`config.mk`:
```
export PLATFORM = sky130hd
export DESIGN_NAME = gis_queue
export DESIGN_NICKNAME = d
export VERILOG_FILES = /design/src/rtl/gis_pkg.sv /design/src/rtl/gis_queue.sv
export SDC_FILE = /design/constraint.sdc
export NUM_CORES = 1
export LEC_CHECK = 0
export BUFFER_PORTS_ARGS = -buffer_cell sky130_fd_sc_hd__buf_2
export CAP_MARGIN = 30
export CORE_ASPECT_RATIO = 0.6
export CORE_MARGIN = 4
export CORE_UTILIZATION = 56
export CTS_CLUSTER_SIZE = 10
export DETAILED_ROUTE_END_ITERATION = 8
export PLACE_DENSITY = 0.94
export SLEW_MARGIN = 20
export SYNTH_ARGS = -nofsm -noshare
export SYNTH_HDL_FRONTEND = slang
export SYNTH_SLANG_ARGS = --single-unit
```
`constraint.sdc`:
```
create_clock -name clk -period 13.4 [get_ports clk]
set_input_delay 0.67 -clock clk [delete_from_list [all_inputs] [get_ports clk]]
set_output_delay 0.67 -clock clk [all_outputs]
set_load 0.02 [all_outputs]
```
`src/rtl/gis_pkg.sv`:
```
// Shared constants, queue entry type and fixed-point helper for the interval subdivider.
`timescale 1ns / 1ps

package gis_pkg;

    localparam int COORD_W      = 32;
    localparam int COUNT_W      = 6;
    localparam int RATIO_W      = 32;
    localparam int THR_W        = 16;
    localparam int MAX_SEGMENTS = 63;

    // Extra fraction bits carried below the coordinate LSB by step and accumulator
    localparam int STEP_XBITS = 16;
    localparam int ACC_W      = COORD_W + STEP_XBITS;
    // Quotient width: |span| <= 2^32 and sum >= 1.0, so the step stays below 2^49
    localparam int QUO_W      = 49;
    // Increment width: increments saturate at 2^50
    localparam int INC_W      = 51;
    localparam int SUM_W      = INC_W + 1;
    // Ratio powers saturate at 2^62
    localparam int POW_W      = 63;
    localparam int REM_W      = 63;
    // Low magnitude bits still to be shifted in once the divide starts
    localparam int DIV_PRE    = 3;

    localparam int QUEUE_DEPTH = 2;
    localparam int QPTR_W      = 1;

    localparam logic [63:0] Q30_ONE = 64'h0000_0000_4000_0000;
    localparam logic [63:0] POW_CAP = 64'h4000_0000_0000_0000;
    localparam logic [63:0] SUM_CAP = 64'h8000_0000_0000_0000;
    localparam logic [63:0] INC_CAP = 64'h0004_0000_0000_0000;

    localparam logic signed [SUM_W-1:0] ACC_MIN = 52'shF_8000_0000_0000;
    localparam logic signed [SUM_W-1:0] ACC_MAX = 52'sh0_7FFF_FFFF_0000;
    localparam logic signed [ACC_W-1:0] ROUND_HALF = 48'sh0000_0000_8000;

    // One classified interval, handed from the front end to the node generator
    typedef struct packed {
        logic signed [COORD_W-1:0] left_coord;
        logic signed [COORD_W-1:0] right_coord;
        logic [COUNT_W-1:0]        count;
        logic [RATIO_W-1:0]        ratio;
        logic                      uniform;
        logic                      neg;
        logic [QUO_W-1:0]          inc;
    } job_t;

    // floor(a * r / 2^30) from the two partial products of a split a, saturated at cap
    function automatic logic [63:0] q30_join(input logic [63:0] hi_prod,
                                             input logic [63:0] lo_prod,
                                             input logic [63:0] cap);
        logic [65:0] total;
        total = {hi_prod, 2'b00} + {32'd0, lo_prod[63:30]};
        return (total > {2'b00, cap}) ? cap : total[63:0];
    endfunction

endpackage

```
`src/rtl/gis_queue.sv`:
```
// Two-entry job queue between the front end and the node generator.
`timescale 1ns / 1ps

module gis_queue (
    input  logic          clk,
    input  logic          rst_n,
    input  logic          push_valid,
    output logic          push_ready,
    input  gis_pkg::job_t push_job,
    output logic          pop_valid,
    input  logic          pop_ready,
    output gis_pkg::job_t pop_job
);

    gis_pkg::job_t               entry_reg [gis_pkg::QUEUE_DEPTH];
    logic [gis_pkg::QPTR_W-1:0]  wr_ptr_reg, rd_ptr_reg;
    logic [gis_pkg::QPTR_W:0]    count_reg;
    logic                        do_push, do_pop;

    assign push_ready = (count_reg != (gis_pkg::QPTR_W + 1)'(gis_pkg::QUEUE_DEPTH));
    assign pop_valid  = (count_reg != '0);
    assign pop_job    = entry_reg[rd_ptr_reg];
    assign do_push    = push_valid && push_ready;
    assign do_pop     = pop_valid && pop_ready;

    function automatic logic [gis_pkg::QPTR_W-1:0] ptr_inc(input logic [gis_pkg::QPTR_W-1:0] p);
        return (p == gis_pkg::QPTR_W'(gis_pkg::QUEUE_DEPTH - 1)) ? '0 : p + 1'b1;
    endfunction

    always_ff @(posedge clk or negedge rst_n)
    begin
        if (!rst_n)
        begin
            wr_ptr_reg <= '0;
            rd_ptr_reg <= '0;
            count_reg  <= '0;
        end
        else
        begin
            if (do_push)
            begin
                wr_ptr_reg <= ptr_inc(wr_ptr_reg);
            end
            if (do_pop)
            begin
                rd_ptr_reg <= ptr_inc(rd_ptr_reg);
            end
            if (do_push && !do_pop)
            begin
                count_reg <= count_reg + 1'b1;
            end
            else if (do_pop && !do_push)
            begin
                count_reg <= count_reg - 1'b1;
            end
        end
    end

    always_ff @(posedge clk)
    begin
        if (do_push)
        begin
            entry_reg[wr_ptr_reg] <= push_job;
        end
    end

    // Occupancy never exceeds the entries present
    assert property (@(posedge clk) disable iff (!rst_n)
        count_reg <= (gis_pkg::QPTR_W + 1)'(gis_pkg::QUEUE_DEPTH))
        else $error("queue occupancy overflow");

endmodule

```
-- After elaboration in Yosys (flattened, before gate mapping)
Memory sizes are Yosys's and may differ from the RTL's.
Cells that the tools add are included.
- output and inout bits: 155
- input port bits: 157
- logic and storage cells: 23
- memories: 1
- RAM bits: 306
- bits in registers: 4
- memories (memory ; words ; width ; read ports ; clocked after memory_dff ; wr ports ; line ; RTL):
    entry_reg ; 2 ; 153 ; 1 ; 0 ; 1 ; gis_queue.sv:15 ; gis_pkg::job_t entry_reg [gis_pkg::QUEUE_DEPTH];
- multiplexer cells: 6
- add/sub/neg operators: 4
- reduce and logical (&&, ||, !) cells: 8
- equal/unequal tests: 1
- operators by type and width (cell ; count):
    $logic_and A1 B1 Y1 ; 4
    $mux W1 ; 4
    $mux W2 ; 2
    $reduce_bool A2 Y1 ; 2
    $add A1 B1 Y1 const B ; 2
    $add A2 B1 Y2 const B ; 1
    $logic_not A1 Y1 ; 2
    $ne A2 B2 Y1 const B ; 1
    $sub A2 B1 Y2 const B ; 1

-- Longest topological paths before layout
Gate-level depths: netlist of run 1.
- word-level depth: 6
- depth in mapped cells: 7
- mapped depth without buffers: 7

-- Worst setup path before layout of run 1
Ideal clock, no wire load.
- path kind: register to register
- start point: register count_reg[0] (netlist name)
- end point: memory entry_reg[0][0] (netlist name), enable pin
- data required time: 12732 ps
- stages on the path, launching flop included: 4
- path buffers: 0
- arrival: 7149 ps
- library setup time: 668 ps
- period minus slack after synthesis: 7817 ps
- slack: 5583 ps
- path through: dfrtp_1 > nand2b_1 > nand2_1 > nor2_1
- cells in the longest elaborated chain, start to end: 4
- ends and longest elaborated chain (element ; line ; RTL):
    from (decl) ; gis_queue.sv:17 ; logic [gis_pkg::QPTR_W:0] count_reg;
    from (signal assigned) ; gis_queue.sv:50 ; count_reg <= count_reg + 1'b1;
    from (signal assigned) ; gis_queue.sv:54 ; count_reg <= count_reg - 1'b1;
    $ne A2 B2 Y1 ; gis_queue.sv:20 ; assign push_ready = (count_reg != (gis_pkg::QPTR_W + 1)'(gis_pkg::QUEUE_DEPTH));
    net push_ready ; gis_queue.sv:8 ; output logic push_ready,
    $logic_and A1 B1 Y1 ; gis_queue.sv:23 ; assign do_push = push_valid && push_ready;
    $mux W1 ; gis_queue.sv:61 ; if (do_push)
    $mux W1 (implied by the code) ; gis_queue.sv:63 ; entry_reg[wr_ptr_reg] <= push_job;
    to (decl) ; gis_queue.sv:15 ;
The timed path passes the listed nets, and every way through them passes these cells.

==> results of run 1 <==
## critical path: stages (launching register included)
cell	delay (ns)
dfrtp_4	0.75
buf_4	0.78
mux2_2	0.42
buf_2	0.17
## stage by stage
step                       util  instance area [um^2]
after floorplan               -                 11500
after global placement    0.662                 13300
after detailed placement  0.664                 13300
after CTS                 0.712                 14300
after global routing      0.716                 14400
final                     0.716                 14400
## where the power goes
part           internal, mW  switching, mW  total [mW]
clock network         0.491          0.323       0.814
registers              1.33         0.0785        1.41
logic                 0.468          0.678        1.15
## metal layers
metal  up-vias  wire length [um]  track usage
met1      2931              9350        0.258
met5         -                62            0
li1       2651                 -            -
met2       295             12200        0.353
met4        10               401       0.0481
met3        51              2640       0.0803
## Yosys cell counts (2+ instances only)
cell and number:
buf_2 9, xor2_1 2, mux2_4 60, dfrtp_1 4, mux2_2 93, edfxtp_1 306
nand2_1 2, xnor2_1 3, buf_6 8, nor2_1 2
## cell families (layout without fill, tap and decap cells)
family                     Yosys count  count (layout)  synth area share
buffers and inverters               18             367            0.0121
other                                0               2                 0
muxes                              153             153             0.170
DFF                                310             310             0.810
xor gates and xnor gates             5               5           0.00382
adders and majority gates            1               1           0.00109
and+or+nand+nor                      7               7           0.00295
## final timing paths
| path | startpoint | end | slack, ns | cells after the start |
|---|---|---|---|---|
| max | rd_ptr_reg | pop_job[54] | 10.04 | 3 |
| min | push_job[135] | entry_reg[0][135] | 0.37 | 1 |
| max reg2reg | count_reg[0] | entry_reg[0][100] | 11.34 | 4 |
| min reg2reg | count_reg[1] | count_reg[1] | 0.52 | 1 |
| max in group asynchronous | rst_n | rd_ptr_reg | 12.70 | 2 |
| min in group asynchronous | rst_n | count_reg[1] | 0.56 | 2 |
## layout make-up
| class | count | area [um^2] |
|---|---|---|
| clock buffer | 44 | 952 |
| multi-input combinational | 166 | 2050 |
| inverter | 1 | 3.75 |
| timing repair buffer | 322 | 1720 |
| sequential | 310 | 9290 |
| tap | 273 | 342 |
| fill | 1142 | 5700 |
| antenna | 2 | 5.00 |
==> flow_summary_export.csv, run 1 <==
group,metric,value,unit
cts,cts_max_path_buffers,3,
logic_synthesis,yosysTopAreaCell,"edfxtp_1",
job,maxCapViolations,0,
cts,ctsResizeCount,0,
global_routing,grt_max_degree,78,
logic_synthesis,netlist_instances,494,
place,hpwlAfterDp,16400,um
cells_and_area,mostFrequentLayoutCell,"buf_2",
cts,clk_latency,0.49,ns
cells_and_area,most-common-layout-cells,"buf_2, edfxtp_1, mux2_2",
power,powerDensity,234,mW/mm^2
sta,clock_skew,0.0143,ns
routing,num_vias,5938,
power,ir_drop,187,uV
logic_synthesis,ys_seq_elements,310,
routing,wl,24600,um
cts,postCtsSetupBuffers,0,
floorplan,ioPinCount,312,
floorplan,num_rows,40,
logic_synthesis,synth_fp_nets,652,
cts,cts_tree,"built",
global_routing,grt.overflow.total,0,
routing,post_drt_wl_per_cell,22.0,um
cells_and_area,layoutNonFillerInstCount,1118,
cts,clockRootBuffer,"clkbuf_16",
floorplan,die_y,119,um
routing,drc,0,
global_routing,grt_pass1_wl,36400,um
sta,drv_slew,0,
place,gp_congestion,0.788,
floorplan,core,0.0201,mm^2
sta,setup-violations-final,0,
logic_synthesis,synth_ff_type,"edfxtp_1",
cells_and_area,fin_nets,995,
run_status,outcome,"finished clean",
sta,worstMarginPinSlew,0.967,ns
logic_synthesis,synth_edf_count,306,
cells_and_area,drive_above_1_share,0.611,
routing,vias_per_cell,5.31,
power,p_leak,5.56,nW
cts,htree_levels,2,
logic_synthesis,ys_seq_area_frac,0.810,
worst_setup_path,path_class,"flip-flop to output pin",
sta,fin_hold_ws,0.372,ns
floorplan,die-width,193,um
place,place_ws,10.48,ns
routing,first_pass_iters,4,
sta,relSlewSlack,0.355,
cts,cts.clk_slew.worst_paths,0.06,ns
worst_setup_path,end_kind,"output pin",
sta,fin_setup_tns,0,ns
place,io_buffers,311,
logic_synthesis,syn_area,0.0115,mm^2
sta,rsz0062_at_grt,"no",
logic_synthesis,synth_warnings,0,
place,place_inst,1068,
logic_synthesis,postSynth.asyncResetShare,0.0129,
sta,clock.fmax,0.298,GHz
routing,drtAntennaViolNets,0,
floorplan,die_area,0.0229,mm^2
cells_and_area,largest_reg_flops,306,
logic_synthesis,synth_cell_types,15,
sta,report.final.hold_viol_count,0,
floorplan,initial_core_util,0.571,
sta,min_period,3.36,ns
sta,min_period_over_period,0.251,
global_routing,antenna_found_initial,7,
power,finalPower,3.37,mW
cts,cts_hold_buf,1,
worst_setup_path,worstPathArrival,2.69,ns
worst_setup_path,worstSetupStartpointType,"flip-flop",
worst_setup_path,worstPathRequired,12.73,ns
logic_synthesis,avgSynthCellArea,23.2,um^2
sta,final.setup.worst_slack,10.04,ns
logic_synthesis,yosysTopAreaCellShare,0.801,
routing,drt_iter0_markers,393,
hold_path,hold_path.class,"primary input to flip-flop",
global_routing,track_usage,0.209,
logic_synthesis,ys_top_cells_by_area,"edfxtp_1, mux2_2, mux2_4",
cts,cts_made_buffers,36,
cells_and_area,area_growth,25.3,%
worst_setup_path,path_max_fanout,63,
cts,cts_sinks,310,
global_routing,grt_pass1_vias,6391,
Note: power is estimated with default switching activity, not from simulation.
==> inputs of run 2 (changes only) <==
--- a/config.mk
+++ b/config.mk
@@ -9,10 +9,10 @@
 export CAP_MARGIN = 30
 export CORE_ASPECT_RATIO = 0.6
 export CORE_MARGIN = 4
-export CORE_UTILIZATION = 56
+export CORE_UTILIZATION = 47
 export CTS_CLUSTER_SIZE = 10
 export DETAILED_ROUTE_END_ITERATION = 8
-export PLACE_DENSITY = 0.94
+export PLACE_DENSITY = 0.86
 export SLEW_MARGIN = 20
 export SYNTH_ARGS = -nofsm -noshare
 export SYNTH_HDL_FRONTEND = slang
==> constraint.sdc (replaced) <==
create_clock -name clk -period 2.9 [get_ports clk]
set_input_delay 0.145 -clock clk [delete_from_list [all_inputs] [get_ports clk]]
set_output_delay 0.145 -clock clk [all_outputs]
set_load 0.02 [all_outputs]
==> flow_summary_export.csv, run 2 (synthesis gave the netlist of run 1 again) <==
group,metric,value,unit
cells_and_area,fillers,1447,
hold_path,hold_path.class,"primary input to flip-flop",
cells_and_area,most-common-layout-cells,"buf_2, edfxtp_1, dlygate4sd3_1",
floorplan,die_y,129,um
sta,rsz0062_at_grt,"no",
cells_and_area,drive_above_1_share,0.516,
cells_and_area,final_area,0.0160,mm^2
routing,drtAntennaViolNets,0,
place,gp_congestion,0.786,
routing,drt_iter0_markers,444,
cells_and_area,largest_reg_flops,306,
place,hpwlAfterDp,16100,um
routing,vias_per_cell,5.12,
global_routing,grt_pass1_vias,7385,
global_routing,antenna_found_initial,0,
cts,htree_levels,2,
global_routing,grt.overflow.total,0,
cts,cts_sinks,310,
worst_setup_path,r2r-end,"entry_reg[1][66]",
cells_and_area,mostFrequentLayoutCell,"buf_2",
worst_setup_path,path_max_fanout,46,
routing,post_drt_wl_per_cell,21.8,um
floorplan,num_rows,43,
floorplan,die-width,210,um
cts,cts_tree,"built",
worst_setup_path,worstPathRequired,2.76,ns
cells_and_area,layoutNonFillerInstCount,1323,
sta,min_period_over_period,0.834,
place,place_inst,1116,
sta,clock.fmax,0.413,GHz
global_routing,track_usage,0.208,
cells_and_area,area_growth,39.8,%
place,io_buffers,311,
floorplan,core,0.0236,mm^2
floorplan,ioPinCount,312,
cts,cts_max_path_buffers,3,
sta,setup-violations-final,0,
routing,wl,28800,um
floorplan,die_area,0.0270,mm^2
worst_setup_path,worstPathArrival,2.27,ns
run_status,outcome,"finished clean",
power,ir_drop,767,uV
worst_setup_path,regToRegSetupSlack,1.16,ns
worst_setup_path,worstSetupStartpointType,"flip-flop",
cells_and_area,n_antenna_cell,0,
power,p_leak,6.24,nW
worst_setup_path,crit_end,"pop_job[138]",
cts,clk_latency,0.49,ns
cts,cts_made_buffers,36,
worst_setup_path,ff2ff_path_depth,3,
sta,report.final.hold_viol_count,0,
cts,clockRootBuffer,"clkbuf_16",
worst_setup_path,reg2reg_from,"count_reg[0]",
routing,first_pass_iters,5,
floorplan,initial_core_util,0.487,
worst_setup_path,path_class,"flip-flop to output pin",
sta,clock_skew,0.0102,ns
sta,min_period,2.42,ns
worst_setup_path,cp-startpoint,"rd_ptr_reg",
place,placed_area,0.0135,mm^2
sta,drv_slew,0,
worst_setup_path,end_kind,"output pin",
global_routing,grt_max_degree,82,
routing,drc,0,
cts,cts.clk_slew.worst_paths,0.06,ns
power,powerDensity,999,mW/mm^2
global_routing,grt_pass1_wl,42600,um
cells_and_area,fin_nets,1154,
job,maxCapViolations,0,
cts,postCtsSetupBuffers,0,
sta,relSlewSlack,0.636,
routing,num_vias,6768,
sta,worstMarginPinSlew,0.546,ns
-- run 2: changes by cell type in the layout (fill, tap and decap cells not counted), moves of 2 or more --
cell	previous run	this run
dlygate4sd3_1	1	157
buf_12	0	6
clkbuf_1	7	13
buf_16	4	0
diode_2	2	0
-- run 2: layout make-up --
type	count	area, um^2	share of cell area
multi-input combinational	166	2070	0.129
clock buffer	50	975	0.0608
inverter	1	3.75	0.000234
timing repair buffer	481	3300	0.206
sequential	310	9290	0.580
tap	315	394	0.0246
-- run 2: routing by layer --
| layer | global-route usage | share of wire | up-vias |
|---|---|---|---|
| met5 | 0 | 0 | - |
| met4 | 0.0514 | 0.017 | 0 |
| met3 | 0.0607 | 0.093 | 44 |
| met2 | 0.373 | 0.52 | 378 |
| met1 | 0.250 | 0.37 | 3382 |
| li1 | - | - | 2964 |
-- run 2: worst max-delay path, cell delays in order, from the launching register on --
cell     delay (ns)
dfrtp_4        0.78
buf_12         0.37
mux2_2         0.39
buf_2          0.16
-- run 2: what timing repair did --
item / CTS / global route
resized for setup: 0 / 0
hold buffers: 157 / 0
hold endpoints to repair: 312 / 0
-- run 2: worst min path at each step --
stage,end,start,depth (start not counted)
after floorplan,count_reg[0],rst_n,0
after global placement,rd_ptr_reg,rst_n,1
after detailed placement,rd_ptr_reg,rst_n,1
after CTS,entry_reg[0][107],push_job[107],2
after global routing,entry_reg[0][78],push_job[78],2
final,entry_reg[1][60],push_job[60],2
-- run 2: metrics by stage --
stage                     hold slack (ns)  TNS, ns  setup WS (ns)   util  power, mW
after floorplan                    -0.151   -72.39         -0.433      -       10.2
after global placement            -0.0379        0           1.04  0.572       11.8
after detailed placement          -0.0376        0           1.05  0.572       11.9
after CTS                           0.337        0          0.494  0.680       16.0
after global routing                0.353        0          0.433  0.680       16.7
final                               0.376        0          0.481  0.680       16.0
-- run 2: power breakdown --
group	internal [mW]	switching (mW)
combinational	2.33	3.24
clock	2.30	1.62
sequential	6.13	0.389
