<file path="src/rtl/gis_pkg.sv">
// Shared constants, queue entry type and fixed-point helper for the interval subdivider.
`timescale 1ns / 1ps

package gis_pkg;

    localparam int COORD_W      = 32;
    localparam int COUNT_W      = 6;
    localparam int RATIO_W      = 32;
    localparam int THR_W        = 16;
    localparam int MAX_SEGMENTS = 63;

    // Extra fraction bits carried below the coordinate LSB by step and accumulator
    localparam int STEP_XBITS = 16;
    localparam int ACC_W      = COORD_W + STEP_XBITS;
    // Quotient width: |span| <= 2^32 and sum >= 1.0, so the step stays below 2^49
    localparam int QUO_W      = 49;
    // Increment width: increments saturate at 2^50
    localparam int INC_W      = 51;
    localparam int SUM_W      = INC_W + 1;
    // Ratio powers saturate at 2^62
    localparam int POW_W      = 63;
    localparam int REM_W      = 63;
    // Low magnitude bits still to be shifted in once the divide starts
    localparam int DIV_PRE    = 3;

    localparam int QUEUE_DEPTH = 2;
    localparam int QPTR_W      = 1;

    localparam logic [63:0] Q30_ONE = 64'h0000_0000_4000_0000;
    localparam logic [63:0] POW_CAP = 64'h4000_0000_0000_0000;
    localparam logic [63:0] SUM_CAP = 64'h8000_0000_0000_0000;
    localparam logic [63:0] INC_CAP = 64'h0004_0000_0000_0000;

    localparam logic signed [SUM_W-1:0] ACC_MIN = 52'shF_8000_0000_0000;
    localparam logic signed [SUM_W-1:0] ACC_MAX = 52'sh0_7FFF_FFFF_0000;
    localparam logic signed [ACC_W-1:0] ROUND_HALF = 48'sh0000_0000_8000;

    // One classified interval, handed from the front end to the node generator
    typedef struct packed {
        logic signed [COORD_W-1:0] left_coord;
        logic signed [COORD_W-1:0] right_coord;
        logic [COUNT_W-1:0]        count;
        logic [RATIO_W-1:0]        ratio;
        logic                      uniform;
        logic                      neg;
        logic [QUO_W-1:0]          inc;
    } job_t;

    // floor(a * r / 2^30) from the two partial products of a split a, saturated at cap
    function automatic logic [63:0] q30_join(input logic [63:0] hi_prod,
                                             input logic [63:0] lo_prod,
                                             input logic [63:0] cap);
        logic [65:0] total;
        total = {hi_prod, 2'b00} + {32'd0, lo_prod[63:30]};
        return (total > {2'b00, cap}) ? cap : total[63:0];
    endfunction

endpackage

</file>
<file path="src/rtl/gis_if.sv">


interface gis_out_if;
    logic                               valid;
    logic                               ready;
    logic signed [gis_pkg::COORD_W-1:0] node_coord;
    logic [gis_pkg::COUNT_W-1:0]        node_index;
    logic                               last_node;

    modport source (output valid, output node_coord, output node_index,
                    output last_node, input ready);
    modport sink   (input valid, input node_coord, input node_index,
                    input last_node, output ready);
endinterface

</file>
<file path="src/rtl/gis_back.sv">
// Node generator: walk the accumulator, round each node, grow the increment by the ratio.
`timescale 1ns / 1ps

module gis_back (
    input  logic          clk,
    input  logic          rst_n,
    input  logic          pop_valid,
    output logic          pop_ready,
    input  gis_pkg::job_t pop_job,
    gis_out_if.source     nodes
);

    typedef enum logic [2:0] {
        B_IDLE = 3'b001,
        B_EMIT = 3'b010,
        B_MUL  = 3'b100
    } b_state_t;

    b_state_t b_state_reg, b_state_next;

    logic signed [gis_pkg::ACC_W-1:0]   acc_reg;
    logic [gis_pkg::INC_W-1:0]          inc_reg;
    logic [gis_pkg::RATIO_W-1:0]        ratio_reg;
    logic                               uniform_reg;
    logic                               neg_reg;
    logic [gis_pkg::COUNT_W-1:0]        n_reg, idx_reg;
    logic signed [gis_pkg::COORD_W-1:0] right_reg;
    logic [63:0]                        lo_prod_reg;

    logic                               out_valid_reg;
    logic signed [gis_pkg::COORD_W-1:0] out_coord_reg;
    logic [gis_pkg::COUNT_W-1:0]        out_index_reg;
    logic                               out_last_reg;

    logic                               slot_free, at_end, emit_fire, load;
    logic signed [gis_pkg::SUM_W-1:0]   acc_ext, inc_ext, acc_sum;
    logic signed [gis_pkg::ACC_W-1:0]   acc_step, acc_rnd;

    always_comb
    begin
        slot_free = !out_valid_reg || nodes.ready;
        at_end    = (idx_reg == n_reg);
        emit_fire = (b_state_reg == B_EMIT) && slot_free;
        load      = pop_valid && ((b_state_reg == B_IDLE) || (emit_fire && at_end));
        pop_ready = load;

        acc_ext = {{(gis_pkg::SUM_W - gis_pkg::ACC_W){acc_reg[gis_pkg::ACC_W-1]}}, acc_reg};
        inc_ext = {1'b0, inc_reg};
        acc_sum = neg_reg ? (acc_ext - inc_ext) : (acc_ext + inc_ext);
        if (acc_sum < gis_pkg::ACC_MIN)
        begin
            acc_step = gis_pkg::ACC_MIN[gis_pkg::ACC_W-1:0];
        end
        else if (acc_sum > gis_pkg::ACC_MAX)
        begin
            acc_step = gis_pkg::ACC_MAX[gis_pkg::ACC_W-1:0];
        end
        else
        begin
            acc_step = acc_sum[gis_pkg::ACC_W-1:0];
        end
        acc_rnd = acc_reg + gis_pkg::ROUND_HALF;
    end

    always_comb
    begin
        b_state_next = b_state_reg;
        case (b_state_reg)
            B_IDLE:
            begin
                if (load)
                begin
                    b_state_next = B_EMIT;
                end
            end
            B_EMIT:
            begin
                if (emit_fire)
                begin
                    if (at_end)
                    begin
                        b_state_next = load ? B_EMIT : B_IDLE;
                    end
                    else if (!uniform_reg)
                    begin
                        b_state_next = B_MUL;
                    end
                end
            end
            B_MUL:
            begin
                b_state_next = B_EMIT;
            end
            default:
            begin
                b_state_next = B_IDLE;
            end
        endcase
    end

    always_ff @(posedge clk or negedge rst_n)
    begin
        if (!rst_n)
        begin
            b_state_reg   <= B_IDLE;
            out_valid_reg <= 1'b0;
        end
        else
        begin
            b_state_reg <= b_state_next;
            if (emit_fire)
            begin
                out_valid_reg <= 1'b1;
            end
            else if (nodes.ready)
            begin
                out_valid_reg <= 1'b0;
            end
        end
    end

    always_ff @(posedge clk)
    begin
        if (emit_fire)
        begin
            out_coord_reg <= at_end ? right_reg
                                    : acc_rnd[gis_pkg::ACC_W-1:gis_pkg::STEP_XBITS];
            out_index_reg <= idx_reg;
            out_last_reg  <= at_end;
        end

        if (load)
        begin
            acc_reg     <= {pop_job.left_coord, {gis_pkg::STEP_XBITS{1'b0}}};
            inc_reg     <= {{(gis_pkg::INC_W - gis_pkg::QUO_W){1'b0}}, pop_job.inc};
            ratio_reg   <= pop_job.ratio;
            uniform_reg <= pop_job.uniform;
            neg_reg     <= pop_job.neg;
            n_reg       <= pop_job.count;
            right_reg   <= pop_job.right_coord;
            idx_reg     <= '0;
        end
        else if (emit_fire && !at_end)
        begin
            acc_reg     <= acc_step;
            idx_reg     <= idx_reg + 6'd1;
            lo_prod_reg <= {32'd0, inc_reg[31:0]} * {32'd0, ratio_reg};
        end
        else if (b_state_reg == B_MUL)
        begin
            inc_reg <= gis_pkg::INC_W'(gis_pkg::q30_join(
                           {45'd0, inc_reg[50:32]} * {32'd0, ratio_reg},
                           lo_prod_reg,
                           gis_pkg::INC_CAP));
        end
    end

    assign nodes.valid      = out_valid_reg;
    assign nodes.node_coord = out_coord_reg;
    assign nodes.node_index = out_index_reg;
    assign nodes.last_node  = out_last_reg;

    // The node counter never runs past the segment count of the job in hand
    assert property (@(posedge clk) disable iff (!rst_n)
        (b_state_reg != B_IDLE) |-> (idx_reg <= n_reg))
        else $error("node index past segment count");

    // An increment update always hands straight back to node emission
    assert property (@(posedge clk) disable iff (!rst_n)
        (b_state_reg == B_MUL) |=> (b_state_reg == B_EMIT))
        else $error("increment update did not return to emit");

endmodule

</file>
<file path="src/flat_wrapper.sv">
// flat-port wrapper written by rule: the top's interface ports become plain ports
module gis_back_flat 
  (clk, rst_n, pop_valid, pop_ready, pop_job, nodes_valid, nodes_node_coord, nodes_node_index, nodes_last_node, nodes_ready);
  gis_out_if nodes_i ();
  input  logic clk;
  input  logic rst_n;
  input  logic pop_valid;
  output logic pop_ready;
  input  gis_pkg::job_t pop_job;
  output wire logic [$bits(nodes_i.valid)-1:0] nodes_valid;
  output wire logic [$bits(nodes_i.node_coord)-1:0] nodes_node_coord;
  output wire logic [$bits(nodes_i.node_index)-1:0] nodes_node_index;
  output wire logic [$bits(nodes_i.last_node)-1:0] nodes_last_node;
  input wire logic [$bits(nodes_i.ready)-1:0] nodes_ready;
  assign nodes_valid = nodes_i.valid;
  assign nodes_node_coord = nodes_i.node_coord;
  assign nodes_node_index = nodes_i.node_index;
  assign nodes_last_node = nodes_i.last_node;
  assign nodes_i.ready = nodes_ready;
  gis_back u_core (.clk(clk), .rst_n(rst_n), .pop_valid(pop_valid), .pop_ready(pop_ready), .pop_job(pop_job), .nodes(nodes_i));
endmodule
</file>
<file path="config.mk">
export PLATFORM = sky130hd
export DESIGN_NAME = gis_back_flat
export DESIGN_NICKNAME = d
export VERILOG_FILES = /design/src/rtl/gis_pkg.sv /design/src/rtl/gis_if.sv /design/src/rtl/gis_back.sv /design/src/flat_wrapper.sv
export SDC_FILE = /design/constraint.sdc
export NUM_CORES = 2
export LEC_CHECK = 0
export BUFFER_PORTS_ARGS = -buffer_cell sky130_fd_sc_hd__clkbuf_2
export CELL_PAD_IN_SITES_DETAIL_PLACEMENT = 2
export CELL_PAD_IN_SITES_GLOBAL_PLACEMENT = 2
export CORE_ASPECT_RATIO = 1.25
export CORE_MARGIN = 2
export CORE_UTILIZATION = 45
export CTS_CLUSTER_DIAMETER = 80
export DETAILED_ROUTE_END_ITERATION = 6
export GPL_ROUTABILITY_DRIVEN = 0
export PLACE_DENSITY = 0.95
export SYNTH_ARGS = -nofsm -noshare
export SYNTH_HDL_FRONTEND = slang
export SYNTH_SLANG_ARGS = --single-unit
</file>
<file path="constraint.sdc">
create_clock -name clk -period 18.9 [get_ports clk]
set_input_delay 0 -clock clk [delete_from_list [all_inputs] [get_ports clk]]
set_output_delay 0 -clock clk [all_outputs]
set_load 0.005 [all_outputs]
</file>
==> metrics.md, run 1 <==
| Metric | Value |
|---|---|
| Post-DP HPWL | `308 mm` |
| CTS resizes | `0` |
| Syn_nets | `9856` |
| Mapped Cells | `7811` |
| Vias in the first global route | `104000` |
| Register area share after synthesis | `0.107` |
| Synth unique cells | `99` |
| Run status | `aborted with a tool error` |
| Flops & latches, synth | `254` |
| Largest net degree at the start of global routing | `113` |
| Number of synthesized flops with an enable pin | `226` |
| Total grt overflow | `7182` |
| Row count | `160` |
| Log Error | `[ERROR GRT-0116] Global routing finished with congestion. Check the congestion regions in the DRC Viewer.` |
| Synthesized area per cell | `8.82 µm²` |
| Worst slack at placement | `7.21 ns` |
| CTS Buf Count | `38` |
| CTS Buffer Depth | `3` |
| Number of port buffers | `197` |
| Root Buffer | `clkbuf_16` |
| Number of clock sinks | `254` |
| Post-synth ARST share | `0.0157` |
| Die Height | `441 µm` |
| Ys Warns | `0` |
| Die width | `354 µm` |
| First-pass GRT wire length | `975 mm` |
| Starting density of the core | `0.453` |
| Stopped at | `global routing` |
| DP Cell Count | `9668` |
| Gr usage total | `0.885` |
| Number of H-tree levels | `2` |
| I/O pins | `198` |
| Mapped cell area | `0.0689 mm²` |
| Post-CTS Setup Repair Bufs | `0` |
| Synth Flop Type | `edfxtp_1` |
-- synthesized netlist by cell type, types with 16 or more instances --
cell type     n  share of area
ha_1        482          0.088
nor2_1      196          0.011
a31oi_1      26         0.0024
a21oi_1     237          0.017
or4_1        16         0.0017
o21bai_1     21         0.0023
buf_2        20         0.0015
nand2_1    1382          0.075
o31ai_2      16         0.0029
o21ai_1      29         0.0021
clkbuf_1    443          0.024
o21ai_0     123         0.0089
xnor2_1     154          0.020
o211ai_1     25         0.0027
xor2_1       88          0.011
a211oi_1     27         0.0029
a22o_1       19         0.0024
mux2i_1      16         0.0023
nand4_1      61         0.0055
a221o_1      16         0.0023
o21a_1       28         0.0031
nor3_1       54         0.0039
and2_1      539          0.049
inv_1      1650          0.090
nor2b_1      22         0.0020
dfxtp_1      24         0.0070
fa_1       1406           0.41
a21o_1      112          0.012
and3_1       26         0.0024
nand3_1      54         0.0039
edfxtp_1    226          0.098
nand2b_1     30         0.0027
nor4_1       29         0.0026
-- per-layer routing --
layer / global-route usage / overflow
met5: 0.458 / 30
met4: 0.968 / 1587
met3: 0.705 / 253
met2: 1.12 / 5034
met1: 0.810 / 278
-- kinds of logic after synthesis --
kind of cell	share of synthesized area
flip-flops	0.107
buffers and inverters	0.117
adder cells (fa/ha/maj)	0.496
multiplexers	0.00265
XOR/XNOR	0.0308
AO/OA/AOI/OAI	0.0776
AND/OR/NAND/NOR	0.169
-- timing repair --
| item | 4_1_cts |
|---|---|
| hold buffers | 157 |
| endpoints found under the setup margin | 0 |
| hold endpoints to repair | 160 |
-- metrics by stage --
stage | util | instance area [µm²]
2_1_floorplan | - | 68900
3_3_place_gp | 0.470 | 71500
3_5_place_dp | 0.470 | 71500
4_1_cts | 0.488 | 74300
==> run 2: changes to the inputs <==
==> config.mk (replaced) <==
export PLATFORM = sky130hd
export DESIGN_NAME = gis_back_flat
export DESIGN_NICKNAME = d
export VERILOG_FILES = /design/src/rtl/gis_pkg.sv /design/src/rtl/gis_if.sv /design/src/rtl/gis_back.sv /design/src/flat_wrapper.sv
export SDC_FILE = /design/constraint.sdc
export NUM_CORES = 2
export LEC_CHECK = 0
export BUFFER_PORTS_ARGS = -buffer_cell sky130_fd_sc_hd__clkbuf_2
export CORE_MARGIN = 2
export CORE_UTILIZATION = 38
export DETAILED_ROUTE_END_ITERATION = 6
export GPL_ROUTABILITY_DRIVEN = 0
export PLACE_DENSITY_LB_ADDON = 0.15
export SYNTH_ARGS = -nofsm -noshare
export SYNTH_HDL_FRONTEND = slang
export SYNTH_SLANG_ARGS = --single-unit
==> metrics.md, run 2 <==
| Metric | Value |
|---|---|
| Run status | `finished, final reports clean` |
| Yosys top cell area share | `0.409` |
| Setup TNS Final | `0 ns` |
| Ratio of cells with drive above 1 in the final layout | `0.0553` |
| Cell taking the most area after synthesis | `fa_1` |
| Root Buffer | `clkbuf_16` |
| CTS Buf Count | `36` |
| Util after Layout | `0.414` |
| Crit path top cell by count | `fa_1` |
| Commonest non-fill, non-tap cells in the layout | `inv_1 (1649), fa_1 (1406), nand2_1 (1382)` |
| Max cap viols | `0` |
| Starting density of the core | `0.382` |
| Mapped cell area | `0.0689 mm²` |
| Number of H-tree levels | `2` |
| Vias in the first global route | `56300` |
| CP max stage delay | `0.93 ns` |
| CORE AREA | `0.181 mm²` |
| Skew final | `0.0382 ns` |
| Die area | `0.185 mm²` |
| Fmax | `91.5 MHz` |
| Max FFs per register | `51` |
| Setup CP Type | `flip-flop to flip-flop` |
| Drt wl/cell | `21.3 µm` |
| Synth Flop Type | `edfxtp_1` |
| Max-slew violations | `0` |
| Crit. End Element | `flip-flop` |
| WHS | `0.0976 ns` |
| Worst Tran Pin Value | `1.20 ns` |
| Die Height | `430 µm` |
| Storage cell area | `0.00737 mm²` |
| Via density | `5.18` |
| Drt total wl | `218 mm` |
| Max stage delay cell, worst path | `or3_2` |
| Register area share after synthesis | `0.107` |
| Routed vias | `53100` |
| Post-synth ARST share | `0.0157` |
| Clock-pin slew on the worst setup and hold paths | `0.06 ns` |
| Post-CTS Setup Repair Bufs | `0` |
| Max Fanout on Critical Path | `43` |
| Commonest non-fill, non-tap cell in the layout | `inv_1` |
| Number of synthesized flops with an enable pin | `226` |
| Mapped Cells | `7811` |
| Period utilization | `0.578` |
| Top-count cell post-synth | `inv_1` |
| # DRC | `0` |
| Row count | `156` |
| Synthesized area per cell | `8.82 µm²` |
| Largest cells by area after synthesis | `fa_1 (41%), edfxtp_1 (9.8%), inv_1 (9.0%)` |
| Critical Path AT | `11.34 ns` |
| WP data required | `19.31 ns` |
| Final setup vio count | `0` |
| First-pass DRT Iterations | `5` |
| Min Tclk post-route | `10.93 ns` |
| Critical Path Source Type | `flip-flop` |
| Internal reg-to-reg setup slack | `7.97 ns` |
| Total grt overflow | `0` |
| Gr usage total | `0.240` |
| Hold WC Path Type | `input pin to flip-flop` |
| Ys Warns | `0` |
| Worst Path Buf+Inv | `4` |
| Initial antenna violation count | `10` |
| Number of clock sinks | `254` |
| P&R area growth vs syn | `8.39%` |
| Rel. slew slack | `0.198` |
| Flops & latches, synth | `254` |
| I/O pins | `198` |
| Die width | `430 µm` |
| Filler cells | `18200` |
| RSZ-0062 raised after global routing | `false` |
| Number of port buffers | `197` |
| Multi-input logic area | `0.0535 mm²` |
| Antenna viol nets, final | `0` |
| Clock Latency Late Sink | `0.64 ns` |
| Syn_nets | `9856` |
| CTS Buffer Depth | `3` |
| Final hold viol count | `0` |
| CTS tree | `yes` |
| Final nets | `9888` |
| Post-DP HPWL | `165 mm` |
| Most frequent cells after synthesis | `inv_1 (1650), fa_1 (1406), nand2_1 (1382), and2_1 (539), ha_1 (482)` |
| Crit-path leading delay family | `adder cells` |
| Largest net degree at the start of global routing | `76` |
| Synth unique cells | `99` |
| Initial DRC count | `3496` |
| First-pass GRT wire length | `341 mm` |
[run 2: layout make-up]
cell class,count,share of cell area
well taps,2370,0.0397
clock inverters,22,0.00283
flip-flops and latches,254,0.0987
repair buffers,471,0.0460
diodes,2,0.0000670
multi-input cells,5427,0.717
inverters,1653,0.0832
clock buffers,44,0.0129
[run 2: through the flow]
| stage | cell area [µm²] | instances | setup slack, ns |
|---|---|---|---|
| floorplan | 68900 | 7811 | 9.70 |
| global placement | 71900 | 10000 | 8.31 |
| detailed placement | 71900 | 10000 | 8.13 |
| CTS | 74700 | 10200 | 8.03 |
| global route | 74700 | 10200 | 7.32 |
| finish | 74700 | 10200 | 7.97 |
[run 2: cells by family (layout without fill, tap and decap cells)]
kind of cell	after synthesis	after routing	share of synthesized area
DFF	254	254	0.107
muxes	18	18	0.00265
AOI/OAI and AO/OA	794	794	0.0776
adders and majority gates	1888	1888	0.496
and+or+nand+nor	2485	2485	0.169
other	0	2	0
xor gates and xnor gates	242	242	0.0308
buffers and inverters	2130	2190	0.117
[run 2: layer usage]
| metal | vias to the layer above | track usage | part of all wire | routed length [µm] |
|---|---|---|---|---|
| met3 | 266 | 0.0290 | 0.052 | 11200 |
| met5 | - | 0 | 0.000060 | 13 |
| met2 | 1364 | 0.403 | 0.48 | 105000 |
| met1 | 27700 | 0.326 | 0.43 | 94200 |
| met4 | 2 | 0.0711 | 0.034 | 7370 |
| li1 | 23800 | - | - | - |
[run 2: worst paths after layout]
check                                   start  depth (start not counted)                    end
min in group asynchronous               rst_n                          3  u_core.b_state_reg[1]
hold / removal                    pop_job[73]                          2   u_core.ratio_reg[22]
setup reg to reg           u_core.inc_reg[37]                         30     u_core.inc_reg[48]
setup / recovery           u_core.inc_reg[37]                         30     u_core.inc_reg[48]
max in group asynchronous               rst_n                          3  u_core.b_state_reg[0]
hold reg to reg            u_core.uniform_reg                          1  u_core.b_state_reg[2]
[run 2: repair_timing]
| action | 4_1_cts | 5_1_grt |
|---|---|---|
| gates resized for setup | 0 | 0 |
| endpoints found under the hold margin | 160 | 0 |
| hold buffers | 157 | 0 |
Power of run 2 is not shown: default switching activity piles up to over one toggle a cycle in this logic, so the estimate is an artifact.
